==> config.mk <==
export PLATFORM = sky130hd
export DESIGN_NAME = determinant_excitation_with_sign
export DESIGN_NICKNAME = d
export VERILOG_FILES = /design/src/rtl/dews_pkg.sv /design/src/rtl/dews_decode.sv /design/src/rtl/dews_move.sv /design/src/rtl/dews_sign.sv /design/src/rtl/determinant_excitation_with_sign.sv
export SDC_FILE = /design/constraint.sdc
export NUM_CORES = 2
export LEC_CHECK = 0
export BUFFER_PORTS_ARGS = -buffer_cell sky130_fd_sc_hd__buf_2
export CAP_MARGIN = 25
export CORE_MARGIN = 2
export CORE_UTILIZATION = 50
export DETAILED_ROUTE_END_ITERATION = 6
export PLACE_DENSITY_LB_ADDON = 0.3
export SYNTH_ARGS = -nofsm -noshare
export SYNTH_HDL_FRONTEND = slang
export SYNTH_SLANG_ARGS = --single-unit
==> constraint.sdc <==
create_clock -name clk -period 12.1 [get_ports clk]
set_input_delay 1.21 -clock clk [delete_from_list [all_inputs] [get_ports clk]]
set_output_delay 1.21 -clock clk [all_outputs]
set_load 0.05 [all_outputs]
==> src/rtl/dews_pkg.sv <==
// ---------------------------------------------------------------------------
// dews_pkg
// Shared types, kind codes and helpers for the determinant excitation
// pipeline.
// ---------------------------------------------------------------------------
`timescale 1ns / 1ps

package dews_pkg;

	localparam int unsigned NORB = 64;
	localparam int unsigned IDXW = 6;
	localparam int unsigned KINDW = 3;

	localparam logic [KINDW-1:0] KIND_SINGLE_UP   = 3'd0;
	localparam logic [KINDW-1:0] KIND_SINGLE_DOWN = 3'd1;
	localparam logic [KINDW-1:0] KIND_DOUBLE_UU   = 3'd2;
	localparam logic [KINDW-1:0] KIND_DOUBLE_UD   = 3'd3;
	localparam logic [KINDW-1:0] KIND_DOUBLE_DD   = 3'd4;

	typedef logic [NORB-1:0] occ_t;
	typedef logic [IDXW-1:0] idx_t;

	// decoded item after stage 1
	typedef struct packed {
		occ_t up;
		occ_t dn;
		logic kind_ok;
		logic is_double;
		logic is_ud;
		logic on_down;
		logic distinct;
		occ_t ms1;
		occ_t md1;
		occ_t ms2;
		occ_t md2;
		occ_t bm1;
		occ_t bm2;
	} dec_t;

	// moved strings and parity operands after stage 2
	typedef struct packed {
		occ_t nu;
		occ_t nd;
		logic ok;
		occ_t v1;
		occ_t v2;
	} mov_t;

	function automatic occ_t onehot(input idx_t p);
		occ_t r;
		r = '0;
		r[p] = 1'b1;
		return r;
	endfunction

	// bits strictly between positions p and q
	function automatic occ_t between_mask(input idx_t p, input idx_t q);
		occ_t r;
		idx_t lo;
		idx_t hi;
		lo = (p < q) ? p : q;
		hi = (p < q) ? q : p;
		for (int k = 0; k < NORB; k++) begin
			r[k] = (idx_t'(k) > lo) && (idx_t'(k) < hi);
		end
		return r;
	endfunction

endpackage

==> src/rtl/dews_decode.sv <==
// ---------------------------------------------------------------------------
// dews_decode
// Stage 1: kind decode, one-hot orbital masks and between-masks.
// ---------------------------------------------------------------------------
`timescale 1ns / 1ps

module dews_decode (
	input  logic                       clk,
	input  logic                       arst_n,
	input  logic                       valid_i,
	output logic                       ready_o,
	input  dews_pkg::occ_t             up_string,
	input  dews_pkg::occ_t             down_string,
	input  logic [dews_pkg::KINDW-1:0] kind,
	input  dews_pkg::idx_t             src_first,
	input  dews_pkg::idx_t             second_index,
	input  dews_pkg::idx_t             third_index,
	input  dews_pkg::idx_t             fourth_index,
	output logic                       valid_s1,
	input  logic                       ready_i,
	output dews_pkg::dec_t             data_s1
);

	dews_pkg::dec_t nxt;
	dews_pkg::idx_t dst1;

	always_comb begin
		nxt = '0;
		unique case (kind)
			dews_pkg::KIND_SINGLE_UP: begin
				nxt.kind_ok = 1'b1;
			end
			dews_pkg::KIND_SINGLE_DOWN: begin
				nxt.kind_ok = 1'b1;
				nxt.on_down = 1'b1;
			end
			dews_pkg::KIND_DOUBLE_UU: begin
				nxt.kind_ok   = 1'b1;
				nxt.is_double = 1'b1;
			end
			dews_pkg::KIND_DOUBLE_UD: begin
				nxt.kind_ok   = 1'b1;
				nxt.is_double = 1'b1;
				nxt.is_ud     = 1'b1;
			end
			dews_pkg::KIND_DOUBLE_DD: begin
				nxt.kind_ok   = 1'b1;
				nxt.is_double = 1'b1;
				nxt.on_down   = 1'b1;
			end
			default: begin
				nxt.kind_ok = 1'b0;
			end
		endcase
		// singles target second_index, doubles third_index
		dst1         = nxt.is_double ? third_index : second_index;
		nxt.up       = up_string;
		nxt.dn       = down_string;
		nxt.distinct = (src_first != second_index) && (third_index != fourth_index);
		nxt.ms1      = dews_pkg::onehot(src_first);
		nxt.md1      = dews_pkg::onehot(dst1);
		nxt.ms2      = dews_pkg::onehot(second_index);
		nxt.md2      = dews_pkg::onehot(fourth_index);
		nxt.bm1      = dews_pkg::between_mask(src_first, dst1);
		nxt.bm2      = dews_pkg::between_mask(second_index, fourth_index);
	end

	assign ready_o = !valid_s1 || ready_i;

	always_ff @(posedge clk or negedge arst_n) begin
		if (!arst_n) begin
			valid_s1 <= 1'b0;
		end else if (ready_o) begin
			valid_s1 <= valid_i;
		end
	end

	always_ff @(posedge clk) begin
		if (valid_i && ready_o) begin
			data_s1 <= nxt;
		end
	end

endmodule

==> src/rtl/dews_move.sv <==
// ---------------------------------------------------------------------------
// dews_move
// Stage 2: occupancy checks, applies both moves, masks parity operands.
// ---------------------------------------------------------------------------
`timescale 1ns / 1ps

module dews_move (
	input  logic           clk,
	input  logic           arst_n,
	input  logic           valid_i,
	output logic           ready_o,
	input  dews_pkg::dec_t data_i,
	output logic           valid_s2,
	input  logic           ready_i,
	output dews_pkg::mov_t data_s2
);

	dews_pkg::mov_t nxt;
	dews_pkg::occ_t occ1;
	dews_pkg::occ_t occ2;
	dews_pkg::occ_t new1;
	dews_pkg::occ_t str2_in;
	dews_pkg::occ_t str2_out;
	dews_pkg::occ_t final1;
	logic           ok1;
	logic           ok2;

	always_comb begin
		occ1 = data_i.on_down ? data_i.dn : data_i.up;
		occ2 = data_i.is_ud ? data_i.dn : occ1;
		ok1  = ((occ1 & data_i.ms1) != '0) && ((occ1 & data_i.md1) == '0);
		// second move checked on the original string
		ok2  = ((occ2 & data_i.ms2) != '0) && ((occ2 & data_i.md2) == '0);
		new1 = (occ1 ^ data_i.ms1) | data_i.md1;
		// same-spin double: second move acts on the once-moved string
		str2_in  = data_i.is_ud ? data_i.dn : new1;
		str2_out = (str2_in ^ data_i.ms2) | data_i.md2;
		final1   = (data_i.is_double && !data_i.is_ud) ? str2_out : new1;

		nxt.nu = data_i.on_down ? data_i.up : final1;
		nxt.nd = data_i.is_ud ? str2_out : (data_i.on_down ? final1 : data_i.dn);
		nxt.ok = data_i.kind_ok && ok1 &&
			(!data_i.is_double || (ok2 && (data_i.is_ud || data_i.distinct)));
		nxt.v1 = occ1 & data_i.bm1;
		nxt.v2 = data_i.is_double ? (str2_in & data_i.bm2) : '0;
	end

	assign ready_o = !valid_s2 || ready_i;

	always_ff @(posedge clk or negedge arst_n) begin
		if (!arst_n) begin
			valid_s2 <= 1'b0;
		end else if (ready_o) begin
			valid_s2 <= valid_i;
		end
	end

	always_ff @(posedge clk) begin
		if (valid_i && ready_o) begin
			data_s2 <= nxt;
		end
	end

endmodule

==> src/rtl/dews_sign.sv <==
// ---------------------------------------------------------------------------
// dews_sign
// Stage 3: parity reduction, zeroing of rejected items, output register.
// ---------------------------------------------------------------------------
`timescale 1ns / 1ps

module dews_sign (
	input  logic           clk,
	input  logic           arst_n,
	input  logic           valid_i,
	output logic           ready_o,
	input  dews_pkg::mov_t data_i,
	output logic           valid_s3,
	input  logic           ready_i,
	output dews_pkg::occ_t nu_s3,
	output dews_pkg::occ_t nd_s3,
	output logic           ok_s3,
	output logic           neg_s3
);

	assign ready_o = !valid_s3 || ready_i;

	always_ff @(posedge clk or negedge arst_n) begin
		if (!arst_n) begin
			valid_s3 <= 1'b0;
		end else if (ready_o) begin
			valid_s3 <= valid_i;
		end
	end

	always_ff @(posedge clk) begin
		if (valid_i && ready_o) begin
			nu_s3  <= data_i.ok ? data_i.nu : '0;
			nd_s3  <= data_i.ok ? data_i.nd : '0;
			ok_s3  <= data_i.ok;
			neg_s3 <= data_i.ok && ((^data_i.v1) ^ (^data_i.v2));
		end
	end

endmodule

==> src/rtl/determinant_excitation_with_sign.sv <==
// Result path: three register stages (decode, move, sign) from input accept to result valid.
// Throughput: one item per cycle while out_ready is high; each stage holds one item and takes a new
// one whenever it is empty or its item moves on in the same cycle.
// Reset: arst_n clears all stage valid bits asynchronously; payload
// registers are not reset.
// ---------------------------------------------------------------------------
// determinant_excitation_with_sign
// Applies a single or double fermionic excitation to an up/down occupation
// pair, checks occupancy and returns the new strings and the sign.
// ---------------------------------------------------------------------------
`timescale 1ns / 1ps

module determinant_excitation_with_sign (
	input  logic        clk,
	input  logic        arst_n,
	input  logic        in_valid,
	output logic        in_ready,
	input  logic [63:0] up_string,
	input  logic [63:0] down_string,
	input  logic [2:0]  kind,
	input  logic [5:0]  src_first,
	input  logic [5:0]  second_index,
	input  logic [5:0]  third_index,
	input  logic [5:0]  fourth_index,
	output logic        out_valid,
	input  logic        out_ready,
	output logic [63:0] new_up_string,
	output logic [63:0] new_down_string,
	output logic        valid_res,
	output logic        negative
);

	// Stage 1 decodes the kind into move roles: move 1 runs on the up
	// string unless the kind is single down or double down-down; move 2 runs
	// on the down string for up-down doubles and on the same string
	// otherwise. One-hot and between masks are built here.
	// Stage 2 checks occupancy and applies the moves; stage 3 reduces the
	// two masked vectors to the sign and zeroes rejected items.

	logic           v1;
	logic           r1;
	logic           v2;
	logic           r2;
	dews_pkg::dec_t d1;
	dews_pkg::mov_t d2;

	dews_decode u_decode (
		.clk          (clk),
		.arst_n       (arst_n),
		.valid_i      (in_valid),
		.ready_o      (in_ready),
		.up_string    (up_string),
		.down_string  (down_string),
		.kind         (kind),
		.src_first    (src_first),
		.second_index (second_index),
		.third_index  (third_index),
		.fourth_index (fourth_index),
		.valid_s1     (v1),
		.ready_i      (r1),
		.data_s1      (d1)
	);

	dews_move u_move (
		.clk      (clk),
		.arst_n   (arst_n),
		.valid_i  (v1),
		.ready_o  (r1),
		.data_i   (d1),
		.valid_s2 (v2),
		.ready_i  (r2),
		.data_s2  (d2)
	);

	dews_sign u_sign (
		.clk      (clk),
		.arst_n   (arst_n),
		.valid_i  (v2),
		.ready_o  (r2),
		.data_i   (d2),
		.valid_s3 (out_valid),
		.ready_i  (out_ready),
		.nu_s3    (new_up_string),
		.nd_s3    (new_down_string),
		.ok_s3    (valid_res),
		.neg_s3   (negative)
	);

	// Items in flight, for checking only.
	logic [1:0] inflight_q;

	always_ff @(posedge clk or negedge arst_n) begin
		if (!arst_n) begin
			inflight_q <= '0;
		end else begin
			inflight_q <= inflight_q + 2'(in_valid && in_ready)
				- 2'(out_valid && out_ready);
		end
	end

	a_inflight_count : assert property (@(posedge clk) disable iff (!arst_n)
		inflight_q == 2'($countones({out_valid, v2, v1})))
		else $error("in-flight count disagrees with stage valid bits");

	a_empty_no_out : assert property (@(posedge clk) disable iff (!arst_n)
		(inflight_q == 2'd0) |-> !out_valid)
		else $error("result without an item in flight");

	a_neg_needs_valid : assert property (@(posedge clk) disable iff (!arst_n)
		(out_valid && negative) |-> valid_res)
		else $error("minus sign on a rejected excitation");

	a_reject_zero : assert property (@(posedge clk) disable iff (!arst_n)
		(out_valid && !valid_res) |-> (new_up_string == '0 && new_down_string == '0))
		else $error("rejected excitation carries nonzero strings");

endmodule

==> key figures <==
Outcome
  – Outcome: finished, final reports clean

STA
  – Final slew viol count: 0
  – Tcrit/Tclk final: 41.04%
  – Hold Slack: 0.3148 ns
  – Layout Skew: 0.02845 ns
  – Final Setup Violations: 0
  – RSZ-0062 raised after global routing: no
  – Max_slew headroom: 17.32%
  – Slew @ Worst Pin: 1.240 ns
  – Final hold vios: 0
  – Maximum clock rate: 201.4 MHz
  – Period minus WS final: 4.966 ns
  – TNS Setup: 0 ns
  – Setup ws final: 7.134 ns

Finish
  – Post-route insts no fill: 5021
  – Final nets: 4014
  – Commonest non-fill, non-tap cell in the layout: edfxtp_1
  – Area grow syn2layout: 14.07%
  – Layout cells sized above 1: 17.72%
  – # fillers: 7044
  – Post-route cell area: 49010 um2
  – Commonest cells after routing, fill and taps aside: 900 x edfxtp_1, 522 x nor2_1, 291 x buf_2
  – Final core occ: 57.56%

GRT
  – Global Route Usage Sum: 39.73%
  – Vias in the first global route: 29480
  – GR Overflow Total: 0
  – Global-route wire length before repair: 241200 um
  – Pin count of the biggest net entering global routing: 178
  – Initial antenna violation count: 36

Yosys
  – Cells after synthesis: 3507
  – Synthesis warning total: 0
  – Post-Syn Area: 42970 um2
  – #FFs+latches synth: 903
  – Yosys top cell area share: 62.90%
  – Avg Inst Size Synth: 12.25 um2
  – Cell taking the most area after synthesis: edfxtp_1
  – Yosys cell types: 82
  – Synth area leaders: edfxtp_1 63%, nor2_1 4.6%, mux2_2 3.9%
  – Number of synthesized flops with an enable pin: 900
  – Sequential-to-total area share from yosys stat: 63.07%
  – Post-synth ARST share: 0.3322%
  – Ys flop type: edfxtp_1

Die
  – FP Rows: 107
  – Io pins: 291
  – Chip width: 297.1 um
  – Die ar.: 88300 um2
  – Die Height: 297.1 um
  – Initial Utilization: 50.46%
  – Core area: 85150 um2

Power and ir drop
  – Leak pwr: 17.93 nW
  – Sequential power share: 43.6%
  – Cell-internal power: 6.245 mW
  – Clock power share: 33.9%
  – Power, Total: 9.179 mW
  – Peak VDD IR: 0.1381 mV
  – Sw frac: 31.97%
  – Pwr Density: 187.3 nW/um2
  – Combinational cell fraction of total power: 22.5%
  – P_sw: 2.934 mW

Place
  – Placed cells: 4823
  – Post-DP HPWL: 135000 um
  – RD Place Congestion: 1.095
  – PortBufs: 290
  – Dpl ws: 6.665 ns
  – Post-placement cell area: 45620 um2

Clocking
  – CTS tree: yes
  – CTS sink cnt: 903
  – Post-CTS setup buffers: 0
  – Insertion delay to the later sink of the worst-skew pair: 0.68 ns
  – Largest buffer count on any clock path: 3
  – Cts repair resizes: 0
  – # H-tree levels: 3
  – Hold buffer count at cts: 0
  – CTS Buf Count: 96
  – Reg clk slew, reported paths: 0.06 ns
  – Root Driver: clkbuf_16

Critical path
  – CP bufs+invs: 2
  – Slowest stage delay, CP: 0.79 ns
  – Cell family with the largest share of critical-path delay: buffers and inverters
  – Setup crit end kind: register
  – CP required: 12.51 ns
  – Crit path DAT: 5.38 ns
  – Worst setup path class: register to register
  – Setup crit start kind: register
  – Critical-path cell list: buf_12 > buf_4 > mux2_2 > ha_1 > nor3_1 > a21oi_1 > xor2_1 > nor2_1 > mux2_2 > o21ai_0
  – Crit path max fanout: 177
  – Slowest CP cell: buf_4
  – CP most frequent cell: mux2_2

Flow run
  – Max-Cap Viols: 0

Route
  – Initial DRC Count: 5745
  – Avg WL per Cell: 35.53 um
  – First-pass iteration count of the detailed router: 7
  – Post-DRT Antenna Nets: 0
  – Via count: 32580
  – Post-route DRC: 0
  – Via-to-Cell Ratio: 6.489
  – Post-Route WL: 178400 um

Min path
  – Min-delay worst type: input pin to async pin
-- power by group through the flow --
| stage | logic [mW] | registers (mW) | clock network, mW |
|---|---|---|---|
| 2_1_floorplan | 1.05 | 4.19 | 0 |
| 3_3_place_gp | 1.99 | 4.05 | 0 |
| 3_5_place_dp | 1.99 | 4.06 | 0 |
| 4_1_cts | 2.00 | 3.99 | 3.12 |
| 5_1_grt | 2.12 | 4.01 | 3.23 |
| 6_report | 2.06 | 4.00 | 3.12 |
-- sequential cells by signal, summed over array words and instances, names as in the netlist, 64 cells and up --
name and cells:
u_sign.nu_s3 64, u_move.data_s2 255, u_decode.data_s1 515, u_sign.nd_s3 64
-- cell usage after synthesis, types with 16 or more instances --
library cell and instances:
o21ai_0 126, inv_1 78, and3_1 65, edfxtp_1 900, xor2_1 84, clkbuf_1 129, nand2b_1 16, nor3_1 137
nor2_1 523, a221oi_1 70, nor4_1 23, a211oi_1 55, ha_1 71, and2_1 204, nand3_1 39, nand2_1 178
mux2_2 147, xnor2_1 118, a21oi_1 202, nand4_1 24, a22o_1 52, mux2i_1 22, buf_2 19, a22oi_1 56
-- cell type report --
cell class | instances | area (um2) | area share (%)
flip-flops and latches | 903 | 27100 | 55.29
inverters | 81 | 304.0 | 0.6203
well taps | 1144 | 1431 | 2.920
repair buffers | 345 | 1964 | 4.008
multi-input cells | 2357 | 14900 | 30.41
diodes | 16 | 40.04 | 0.08169
clock buffers | 113 | 2487 | 5.075
clock inverters | 62 | 782.0 | 1.595
-- layer usage --
layer	vias up	wire length [um]	track usage, %
met2	2656	73530	55.32
met1	15880	69590	56.29
met4	18	13320	25.49
met3	462	21760	8.706
li1	13570	-	-
met5	-	219	0
-- worst register-to-register path: cells and delay by family (launching register included) --
| family | cells | cell delay, ns |
|---|---|---|
| AND/OR/NAND/NOR | 2 | 0.77 |
| flip-flops | 1 | 0.38 |
| AO/OA/AOI/OAI | 2 | 0.74 |
| XOR/XNOR | 1 | 0.21 |
| buffers and inverters | 2 | 1.37 |
| adder cells (fa/ha/maj) | 1 | 0.34 |
| multiplexers | 2 | 0.90 |
-- worst paths after layout --
| kind | startpoint | endpoint | slack, ns | cells past startpoint |
|---|---|---|---|---|
| worst min register to register | u_decode.valid_s1 | u_move.valid_s2 | 0.50 | 1 |
| max in group asynchronous | arst_n | u_sign.valid_s3 | 11.68 | 1 |
| worst max-delay path | u_decode.data_s1[385] | u_move.data_s2[224] | 7.13 | 10 |
| min in group clk | u_decode.valid_s1 | u_move.valid_s2 | 0.50 | 1 |
| worst min-delay path | arst_n | u_move.valid_s2 | 0.31 | 1 |
| worst max register to register | u_decode.data_s1[385] | u_move.data_s2[224] | 7.13 | 10 |
-- cells by family after synthesis --
family | after synthesis | share of synthesized area [%]
compound gates | 640 | 9.776
xor+xnor | 202 | 4.118
fa+ha+maj | 72 | 2.091
flops | 903 | 63.07
other cells | 1 | 0.008728
simple gates | 1266 | 14.01
buf+inv | 248 | 2.309
mux | 175 | 4.615
Note: power is estimated with default switching activity, not from simulation.
